`src/hdl/sst_pkg.sv`:
```
// Package: shared constants, tables and widths for the steered sonar trigger and echo block.
`default_nettype none
package sst_pkg;

  localparam int unsigned NUM_SONARS_DEF      = 2;
  localparam int unsigned MIN_PULSE_TICKS_DEF = 25;
  localparam int unsigned ECHO_COUNT_BITS_DEF = 16;

  localparam int unsigned ANGLE_W = 6;
  localparam int unsigned CHAN_W  = 2;
  localparam int unsigned DIST_W  = 14;
  localparam int unsigned DELAY_W = 7;
  localparam int unsigned MAG_W   = 6;

  localparam int unsigned DELAY_MAX = 68;
  localparam logic [DIST_W-1:0] DIST_MAX = 14'd16383;

  // floor(175*t/1000) = floor(floor(7t/8)/5); t at or above the limit saturates
  localparam int unsigned T_EXT_W  = 25;
  localparam logic [T_EXT_W-1:0] DIST_SAT_T = 25'd93623;
  localparam int unsigned DIV5_MUL = 52429;
  localparam int unsigned DIV5_SHR = 18;

  // round(128.5714 * sin(|angle| deg)), |angle| = 0..32
  localparam logic [DELAY_W-1:0] STEER_DELAY [33] = '{
    7'd0,  7'd2,  7'd4,  7'd7,  7'd9,  7'd11, 7'd13, 7'd16, 7'd18, 7'd20, 7'd22,
    7'd25, 7'd27, 7'd29, 7'd31, 7'd33, 7'd35, 7'd38, 7'd40, 7'd42, 7'd44, 7'd46,
    7'd48, 7'd50, 7'd52, 7'd54, 7'd56, 7'd58, 7'd60, 7'd62, 7'd64, 7'd66, 7'd68
  };

endpackage
`default_nettype wire

```
`src/hdl/sst_if.sv`:
```
// Interfaces: tick request channel and tick result channel.
`default_nettype none
interface sst_req_if;
  logic                        valid;
  logic                        ready;
  logic                        start_request;
  logic [sst_pkg::CHAN_W-1:0]  echo_levels;

  modport source (output valid, output start_request, output echo_levels, input ready);
  modport sink   (input valid, input start_request, input echo_levels, output ready);
endinterface

interface sst_res_if;
  logic                        valid;
  logic                        ready;
  logic [sst_pkg::CHAN_W-1:0]  trigger_levels;
  logic                        busy_res;
  logic [sst_pkg::CHAN_W-1:0]  distance_valid_mask;
  logic [sst_pkg::DIST_W-1:0]  distance_first_mm;
  logic [sst_pkg::DIST_W-1:0]  distance_second_mm;

  modport source (output valid, output trigger_levels, output busy_res,
                  output distance_valid_mask, output distance_first_mm,
                  output distance_second_mm, input ready);
  modport sink   (input valid, input trigger_levels, input busy_res,
                  input distance_valid_mask, input distance_first_mm,
                  input distance_second_mm, output ready);
endinterface
`default_nettype wire

```
`src/hdl/steered_sonar_trigger_and_echo.sv`:
```
// Top level: steered sonar trigger sequencer and echo pulse timer.
//
//   channel  | dir | handshake    | payload
//   ---------+-----+--------------+----------------------------------------------
//   cfg      | in  | cfg_we_i     | cfg_wdata_i = steering_angle_deg
//   req_i    | in  | valid/ready  | start_request, echo_levels
//   res_o    | out | valid/ready  | trigger_levels, busy_res, distance_valid_mask,
//            |     |              | distance_first_mm, distance_second_mm
//
// One item per cycle unless res_o stalls; its result sits in res_q the cycle after acceptance.
// All sequencing and echo state updates in the cycle an item is accepted.
// req_i.ready is low only while a result waits and res_o.ready is low.
// rst_ni clears all state but res_q: idle, triggers low, counters and distances zero.
`default_nettype none
module steered_sonar_trigger_and_echo #(
  parameter int unsigned NUM_SONARS      = sst_pkg::NUM_SONARS_DEF,
  parameter int unsigned MIN_PULSE_TICKS = sst_pkg::MIN_PULSE_TICKS_DEF,
  parameter int unsigned ECHO_COUNT_BITS = sst_pkg::ECHO_COUNT_BITS_DEF
) (
  input  logic                        clk_i,
  input  logic                        rst_ni,
  input  logic                        cfg_we_i,
  input  logic [sst_pkg::ANGLE_W-1:0] cfg_wdata_i,
  sst_req_if.sink                     req_i,
  sst_res_if.source                   res_o
);

  localparam int unsigned TickW =
    $clog2(MIN_PULSE_TICKS + 2 * (NUM_SONARS - 1) * sst_pkg::DELAY_MAX + 2);
  localparam int unsigned ChanN = sst_pkg::CHAN_W;

  typedef enum logic [2:0] {
    PH_IDLE   = 3'b001,
    PH_QUIET  = 3'b010,
    PH_ACTIVE = 3'b100
  } phase_e;

  typedef struct packed {
    logic [sst_pkg::CHAN_W-1:0] trig;
    logic                       busy;
    logic [sst_pkg::CHAN_W-1:0] mask;
    logic [sst_pkg::DIST_W-1:0] dist0;
    logic [sst_pkg::DIST_W-1:0] dist1;
  } res_t;

  function automatic logic [sst_pkg::DIST_W-1:0] dist_calc(
    input logic [ECHO_COUNT_BITS-1:0] t
  );
    logic [sst_pkg::T_EXT_W-1:0] te;
    logic [27:0]                 t7;
    logic [16:0]                 x;
    logic [33:0]                 prod;
    te   = sst_pkg::T_EXT_W'(t);
    t7   = (28'(te) << 3) - 28'(te);
    x    = t7[19:3];
    prod = 34'(x) * 34'(sst_pkg::DIV5_MUL);
    if (te >= sst_pkg::DIST_SAT_T) begin
      dist_calc = sst_pkg::DIST_MAX;
    end else begin
      dist_calc = prod[sst_pkg::DIV5_SHR +: sst_pkg::DIST_W];
    end
  endfunction

  logic [sst_pkg::ANGLE_W-1:0] angle_q;
  phase_e                      phase_q, phase_d, phase_s;
  logic [TickW-1:0]            ticks_q, ticks_d, ticks_s;
  logic [sst_pkg::DELAY_W-1:0] delay_q, delay_s;
  logic                        order_q, order_s;
  logic [ChanN-1:0]            echo_prev_q;
  logic [ECHO_COUNT_BITS-1:0]  cnt_q [ChanN];
  logic [ECHO_COUNT_BITS-1:0]  cnt_d [ChanN];
  logic [sst_pkg::DIST_W-1:0]  dist_q [ChanN];
  logic [sst_pkg::DIST_W-1:0]  dist_d [ChanN];
  logic                        res_valid_q;
  res_t                        res_q, res_d;

  logic                        accept;
  logic                        start_c;
  logic [sst_pkg::MAG_W-1:0]   mag_c;
  logic [TickW-1:0]            span_c, wid_c, total_c, tick_inc;
  logic [TickW-1:0]            on_c [NUM_SONARS];
  logic [NUM_SONARS-1:0]       trig_c;
  logic [ChanN-1:0]            fall_c;

  assign req_i.ready = !res_valid_q || res_o.ready;
  assign accept      = req_i.valid && req_i.ready;

  assign mag_c   = angle_q[sst_pkg::ANGLE_W-1]
                 ? sst_pkg::MAG_W'(7'd64 - {1'b0, angle_q}) : angle_q;
  assign start_c = (phase_q == PH_IDLE) && req_i.start_request;
  assign phase_s = start_c ? PH_QUIET : phase_q;
  assign ticks_s = start_c ? '0 : ticks_q;
  assign delay_s = start_c ? sst_pkg::STEER_DELAY[mag_c] : delay_q;
  assign order_s = start_c ? angle_q[sst_pkg::ANGLE_W-1] : order_q;

  assign span_c   = TickW'(NUM_SONARS - 1) * TickW'(delay_s);
  assign wid_c    = (span_c + TickW'(1) > TickW'(MIN_PULSE_TICKS))
                  ? span_c + TickW'(1) : TickW'(MIN_PULSE_TICKS);
  assign total_c  = wid_c + span_c;
  assign tick_inc = ticks_s + TickW'(1);

  always_comb begin
    for (int k = 0; k < NUM_SONARS; k++) begin
      on_c[k]   = order_s ? TickW'(NUM_SONARS - 1 - k) * TickW'(delay_s)
                          : TickW'(k) * TickW'(delay_s);
      trig_c[k] = (phase_s == PH_ACTIVE) && (ticks_s >= on_c[k])
               && (ticks_s < on_c[k] + wid_c);
    end
  end

  always_comb begin
    phase_d = phase_s;
    ticks_d = ticks_s;
    case (phase_s)
      PH_IDLE: begin
        ticks_d = ticks_s;
      end
      PH_QUIET: begin
        if (tick_inc >= TickW'(MIN_PULSE_TICKS)) begin
          phase_d = PH_ACTIVE;
          ticks_d = '0;
        end else begin
          ticks_d = tick_inc;
        end
      end
      PH_ACTIVE: begin
        if (tick_inc >= total_c) begin
          phase_d = PH_IDLE;
          ticks_d = '0;
        end else begin
          ticks_d = tick_inc;
        end
      end
      default: begin
        phase_d = PH_IDLE;
        ticks_d = '0;
      end
    endcase
  end

  always_comb begin
    for (int k = 0; k < ChanN; k++) begin
      cnt_d[k]  = cnt_q[k];
      dist_d[k] = dist_q[k];
      fall_c[k] = 1'b0;
      if (req_i.echo_levels[k]) begin
        if (!echo_prev_q[k]) begin
          cnt_d[k] = ECHO_COUNT_BITS'(1);
        end else if (cnt_q[k] != '1) begin
          cnt_d[k] = cnt_q[k] + ECHO_COUNT_BITS'(1);
        end
      end else if (echo_prev_q[k]) begin
        dist_d[k] = dist_calc(cnt_q[k]);
        cnt_d[k]  = '0;
        fall_c[k] = 1'b1;
      end
    end
  end

  always_comb begin
    res_d.trig  = trig_c[ChanN-1:0];
    res_d.busy  = (phase_s != PH_IDLE);
    res_d.mask  = fall_c;
    res_d.dist0 = dist_d[0];
    res_d.dist1 = dist_d[1];
  end

  always_ff @(posedge clk_i or negedge rst_ni) begin
    if (!rst_ni) begin
      angle_q <= '0;
    end else if (cfg_we_i) begin
      angle_q <= cfg_wdata_i;
    end
  end

  always_ff @(posedge clk_i or negedge rst_ni) begin
    if (!rst_ni) begin
      phase_q     <= PH_IDLE;
      ticks_q     <= '0;
      delay_q     <= '0;
      order_q     <= 1'b0;
      echo_prev_q <= '0;
      for (int k = 0; k < ChanN; k++) begin
        cnt_q[k]  <= '0;
        dist_q[k] <= '0;
      end
    end else if (accept) begin
      phase_q     <= phase_d;
      ticks_q     <= ticks_d;
      delay_q     <= delay_s;
      order_q     <= order_s;
      echo_prev_q <= req_i.echo_levels;
      for (int k = 0; k < ChanN; k++) begin
        cnt_q[k]  <= cnt_d[k];
        dist_q[k] <= dist_d[k];
      end
    end
  end

  always_ff @(posedge clk_i or negedge rst_ni) begin
    if (!rst_ni) begin
      res_valid_q <= 1'b0;
    end else if (accept) begin
      res_valid_q <= 1'b1;
    end else if (res_o.ready) begin
      res_valid_q <= 1'b0;
    end
  end

  always_ff @(posedge clk_i) begin
    if (accept) begin
      res_q <= res_d;
    end
  end

  assign res_o.valid               = res_valid_q;
  assign res_o.trigger_levels      = res_q.trig;
  assign res_o.busy_res            = res_q.busy;
  assign res_o.distance_valid_mask = res_q.mask;
  assign res_o.distance_first_mm   = res_q.dist0;
  assign res_o.distance_second_mm  = res_q.dist1;

endmodule
`default_nettype wire

```
`src/flat_wrapper.sv`:
```
// flat-port wrapper written by rule: the top's interface ports become plain ports
module steered_sonar_trigger_and_echo_flat 
#(
  parameter int unsigned NUM_SONARS      = sst_pkg::NUM_SONARS_DEF,
  parameter int unsigned MIN_PULSE_TICKS = sst_pkg::MIN_PULSE_TICKS_DEF,
  parameter int unsigned ECHO_COUNT_BITS = sst_pkg::ECHO_COUNT_BITS_DEF
)
  (clk_i, rst_ni, cfg_we_i, cfg_wdata_i, req_i_valid, req_i_start_request, req_i_echo_levels, req_i_ready, res_o_valid, res_o_trigger_levels, res_o_busy_res, res_o_distance_valid_mask, res_o_distance_first_mm, res_o_distance_second_mm, res_o_ready);
  sst_req_if req_i_i ();
  sst_res_if res_o_i ();
  input  logic clk_i;
  input  logic rst_ni;
  input  logic cfg_we_i;
  input  logic [sst_pkg::ANGLE_W-1:0] cfg_wdata_i;
  input wire logic [$bits(req_i_i.valid)-1:0] req_i_valid;
  input wire logic [$bits(req_i_i.start_request)-1:0] req_i_start_request;
  input wire logic [$bits(req_i_i.echo_levels)-1:0] req_i_echo_levels;
  output wire logic [$bits(req_i_i.ready)-1:0] req_i_ready;
  output wire logic [$bits(res_o_i.valid)-1:0] res_o_valid;
  output wire logic [$bits(res_o_i.trigger_levels)-1:0] res_o_trigger_levels;
  output wire logic [$bits(res_o_i.busy_res)-1:0] res_o_busy_res;
  output wire logic [$bits(res_o_i.distance_valid_mask)-1:0] res_o_distance_valid_mask;
  output wire logic [$bits(res_o_i.distance_first_mm)-1:0] res_o_distance_first_mm;
  output wire logic [$bits(res_o_i.distance_second_mm)-1:0] res_o_distance_second_mm;
  input wire logic [$bits(res_o_i.ready)-1:0] res_o_ready;
  assign req_i_i.valid = req_i_valid;
  assign req_i_i.start_request = req_i_start_request;
  assign req_i_i.echo_levels = req_i_echo_levels;
  assign req_i_ready = req_i_i.ready;
  assign res_o_valid = res_o_i.valid;
  assign res_o_trigger_levels = res_o_i.trigger_levels;
  assign res_o_busy_res = res_o_i.busy_res;
  assign res_o_distance_valid_mask = res_o_i.distance_valid_mask;
  assign res_o_distance_first_mm = res_o_i.distance_first_mm;
  assign res_o_distance_second_mm = res_o_i.distance_second_mm;
  assign res_o_i.ready = res_o_ready;
  steered_sonar_trigger_and_echo #(.NUM_SONARS(NUM_SONARS), .MIN_PULSE_TICKS(MIN_PULSE_TICKS), .ECHO_COUNT_BITS(ECHO_COUNT_BITS)) u_core (.clk_i(clk_i), .rst_ni(rst_ni), .cfg_we_i(cfg_we_i), .cfg_wdata_i(cfg_wdata_i), .req_i(req_i_i), .res_o(res_o_i));
endmodule
```
`config.mk`:
```
export PLATFORM = sky130hd
export DESIGN_NAME = steered_sonar_trigger_and_echo_flat
export DESIGN_NICKNAME = d
export VERILOG_FILES = /design/src/hdl/sst_pkg.sv /design/src/hdl/sst_if.sv /design/src/hdl/steered_sonar_trigger_and_echo.sv /design/src/flat_wrapper.sv
export SDC_FILE = /design/constraint.sdc
export NUM_CORES = 1
export LEC_CHECK = 0
export BUFFER_PORTS_ARGS = -buffer_cell sky130_fd_sc_hd__clkbuf_2
export CAP_MARGIN = 20
export CORE_MARGIN = 3
export CORE_UTILIZATION = 60
export DETAILED_ROUTE_END_ITERATION = 8
export GPL_TIMING_DRIVEN = 0
export PLACE_DENSITY_LB_ADDON = 0.3
export SETUP_SLACK_MARGIN = 0.15
export SLEW_MARGIN = 20
export SYNTH_ARGS = -nofsm -noshare
export SYNTH_HDL_FRONTEND = slang
export SYNTH_SLANG_ARGS = --single-unit
```
`constraint.sdc`:
```
create_clock -name clk_i -period 21.7 [get_ports clk_i]
set_input_delay 3.255 -clock clk_i [delete_from_list [all_inputs] [get_ports clk_i]]
set_output_delay 3.255 -clock clk_i [all_outputs]
set_load 0.005 [all_outputs]
```
==> reports/metrics.cfg <==
[status]
status=complete, no violations

[synthesis]
synth_area_leaders=ha_1 24%, fa_1 20%, dfrtp_1 12%
synth_top_area_frac=0.240
synth-seq-cells=121
yosysUniqueCellTypes=80
synth_edf_count=33
synth_warnings=0
synth-seq-area-share=0.175
netlist.top_cell.by_area=ha_1
syn_avg_cell_area_sq_um=9.28
syn_nets=2505
synth_area_sq_um=18200
synth_ff_type=dfrtp_1
syn_inst=1963
synthArstFlopShare=0.727

[cts]
cts-root-buf=clkbuf_16
worstSkewPairLatency_ps=430
cts_tree=built
cts_sinks=121
clkSlewWorstSetupHoldPaths_ps=70
cts_buffers=17
htreeDepth=4
post_cts_buffers=0
cts_buffer_depth=2
holdBufCountCts=0
cts_resized=0

[job]
maxCapViolations=0

[critical_path]
r2r_setup_slack_ps=12240
critPathSlowestCell=a2111oi_0
crit_family=compound AO/OA/AOI/OAI gates
critPathBufInv=2
crit_path_start_kind=flip-flop
crit_arrival_ps=9600
crit_fanout=9
crit_path_max_incr_delay_ps=600
critical_path_class=flip-flop to flip-flop
worstPathRequired_ps=21840
end_kind=flip-flop

[route]
vias_per_cell=5.74
drc=0
vias=14000
wl_per_cell_um=16.9
wl_um=41100
dr.pass1.iters=5
drt_iter0_markers=997
final_antenna_net_count=0

[floorplan]
fp.dieH_um=180
io_pins=49
start_util=0.611
die_w_um=180
core_sq_um=29800
core.rowCount=63
die_area_sq_um=32500

[layout]
register_area_sq_um=3190
fill_cells=2324
antennaDiodeCount=0
fin_nets=2572
final_common_cell=inv_1
synthToLayoutAreaGrowth_pct=7.52
final_util=0.657
drive_above_1_share=0.0622
multi_input_area_sq_um=13500
layout_common_cells=364 x inv_1, 350 x ha_1, 178 x fa_1

[timing]
slew_violations=0
max_freq_ghz=0.106
setup_viol=0
slew_headroom=0.315
finalCritPeriodShare=0.436
finalHoldViolations=0
fin_skew_ps=15.2
final.setup.tns_ps=0
rsz0062_at_grt=false
min_period_ps=9460
tightest_slew_ps=1020

[global_route]
grt_usage=0.259
first_global_vias=14500
antenna_found_initial=0
grt_overflow=0
grt_pass1_wl_um=70000
grt_max_degree=79

[place]
dp_hpwl_um=34700
gp_congestion=0.938
port_buffers=46

[worst_hold_path]
hp-class=flip-flop to flip-flop

==> final cells by class <==
class,instances,area share
Buffer,34,0.00869
Timing Repair Buffer,48,0.0146
Multi-Input combinational cell,1442,0.688
Clock buffer,17,0.0217
Tap cell,390,0.0249
Inverter,366,0.0702
Sequential cell,121,0.163
Clock inverter,15,0.00863
==> per-stage QoR <==
stage / hold WS, ps / instance area [sq um] / worst slack [ps] / std cells
after floorplan: 442 / 18200 / 13410 / 1963
after global placement: 461 / 18900 / 12410 / 2399
after detailed placement: 470 / 19000 / 12330 / 2401
after CTS: 484 / 19600 / 12250 / 2433
after global routing: 503 / 19600 / 11480 / 2433
final: 480 / 19600 / 12240 / 2433
==> state kept, by name (all words and copies together), names as in the netlist, 2 cells and up <==
register and cells:
u_core.res_o.distance_second_mm 14, u_core.phase_q 3, u_core.angle_q 6, u_core.cnt_q 32
u_core.res_o.distance_first_mm 14, u_core.ticks_q 8, u_core.res_o.distance_valid_mask 2, u_core.delay_q 7
u_core.dist_q 28, u_core.res_o.trigger_levels 2, u_core.echo_prev_q 2
==> tightest hold or removal path: cells and delay by family, from the launching register on <==
family	cells	cell delay, ps
and+or+nand+nor	1	40
AOI/OAI and AO/OA	1	60
DFF	1	340
==> cells by family (layout without fill, tap and decap cells) <==
family	after synthesis	after routing	synth area share
adder cells (fa/ha/maj)	528	528	0.436
AND/OR/NAND/NOR	427	427	0.114
buffers and inverters	400	480	0.0847
AO/OA/AOI/OAI	380	380	0.136
flip-flops	121	121	0.175
XOR/XNOR	99	99	0.0476
multiplexers	8	8	0.00515
==> path summary, 6_finish.rpt <==
check / cells after the start / endpoint / startpoint
max in group asynchronous: 2 / u_core.phase_q[0]$_DFFE_PN1P_ / rst_ni
min reg2reg: 2 / u_core.dist_q[16]$_DFFE_PN0P_ / u_core.dist_q[16]$_DFFE_PN0P_
min: 2 / u_core.dist_q[16]$_DFFE_PN0P_ / u_core.dist_q[16]$_DFFE_PN0P_
min in group asynchronous: 1 / u_core.cnt_q[5]$_DFFE_PN0P_ / rst_ni
max: 29 / u_core.res_o.distance_first_mm[11]$_DFFE_PP_ / u_core.cnt_q[16]$_DFFE_PN0P_
max reg2reg: 29 / u_core.res_o.distance_first_mm[11]$_DFFE_PP_ / u_core.cnt_q[16]$_DFFE_PN0P_
==> layer usage <==
metal / track usage / wire, um / share of wire
met1: 0.351 / 18600 / 0.45
met2: 0.453 / 20300 / 0.49
met3: 0.0240 / 1560 / 0.038
met4: 0.0599 / 643 / 0.016
met5: 0 / 0 / 0
==> Yosys cell counts (all sizes together) (26+ instances only) <==
master	instances
xor2	30
inv	366
nor3	26
nand3	28
ha	350
fa	178
edfxtp	33
xnor2	69
a21oi	67
clkbuf	26
dfrtp	87
nand2	163
o21ai	127
a21o	39
nor2	79
Power is not shown: default switching activity piles up to over one toggle a cycle in this logic, so the estimate is an artifact.
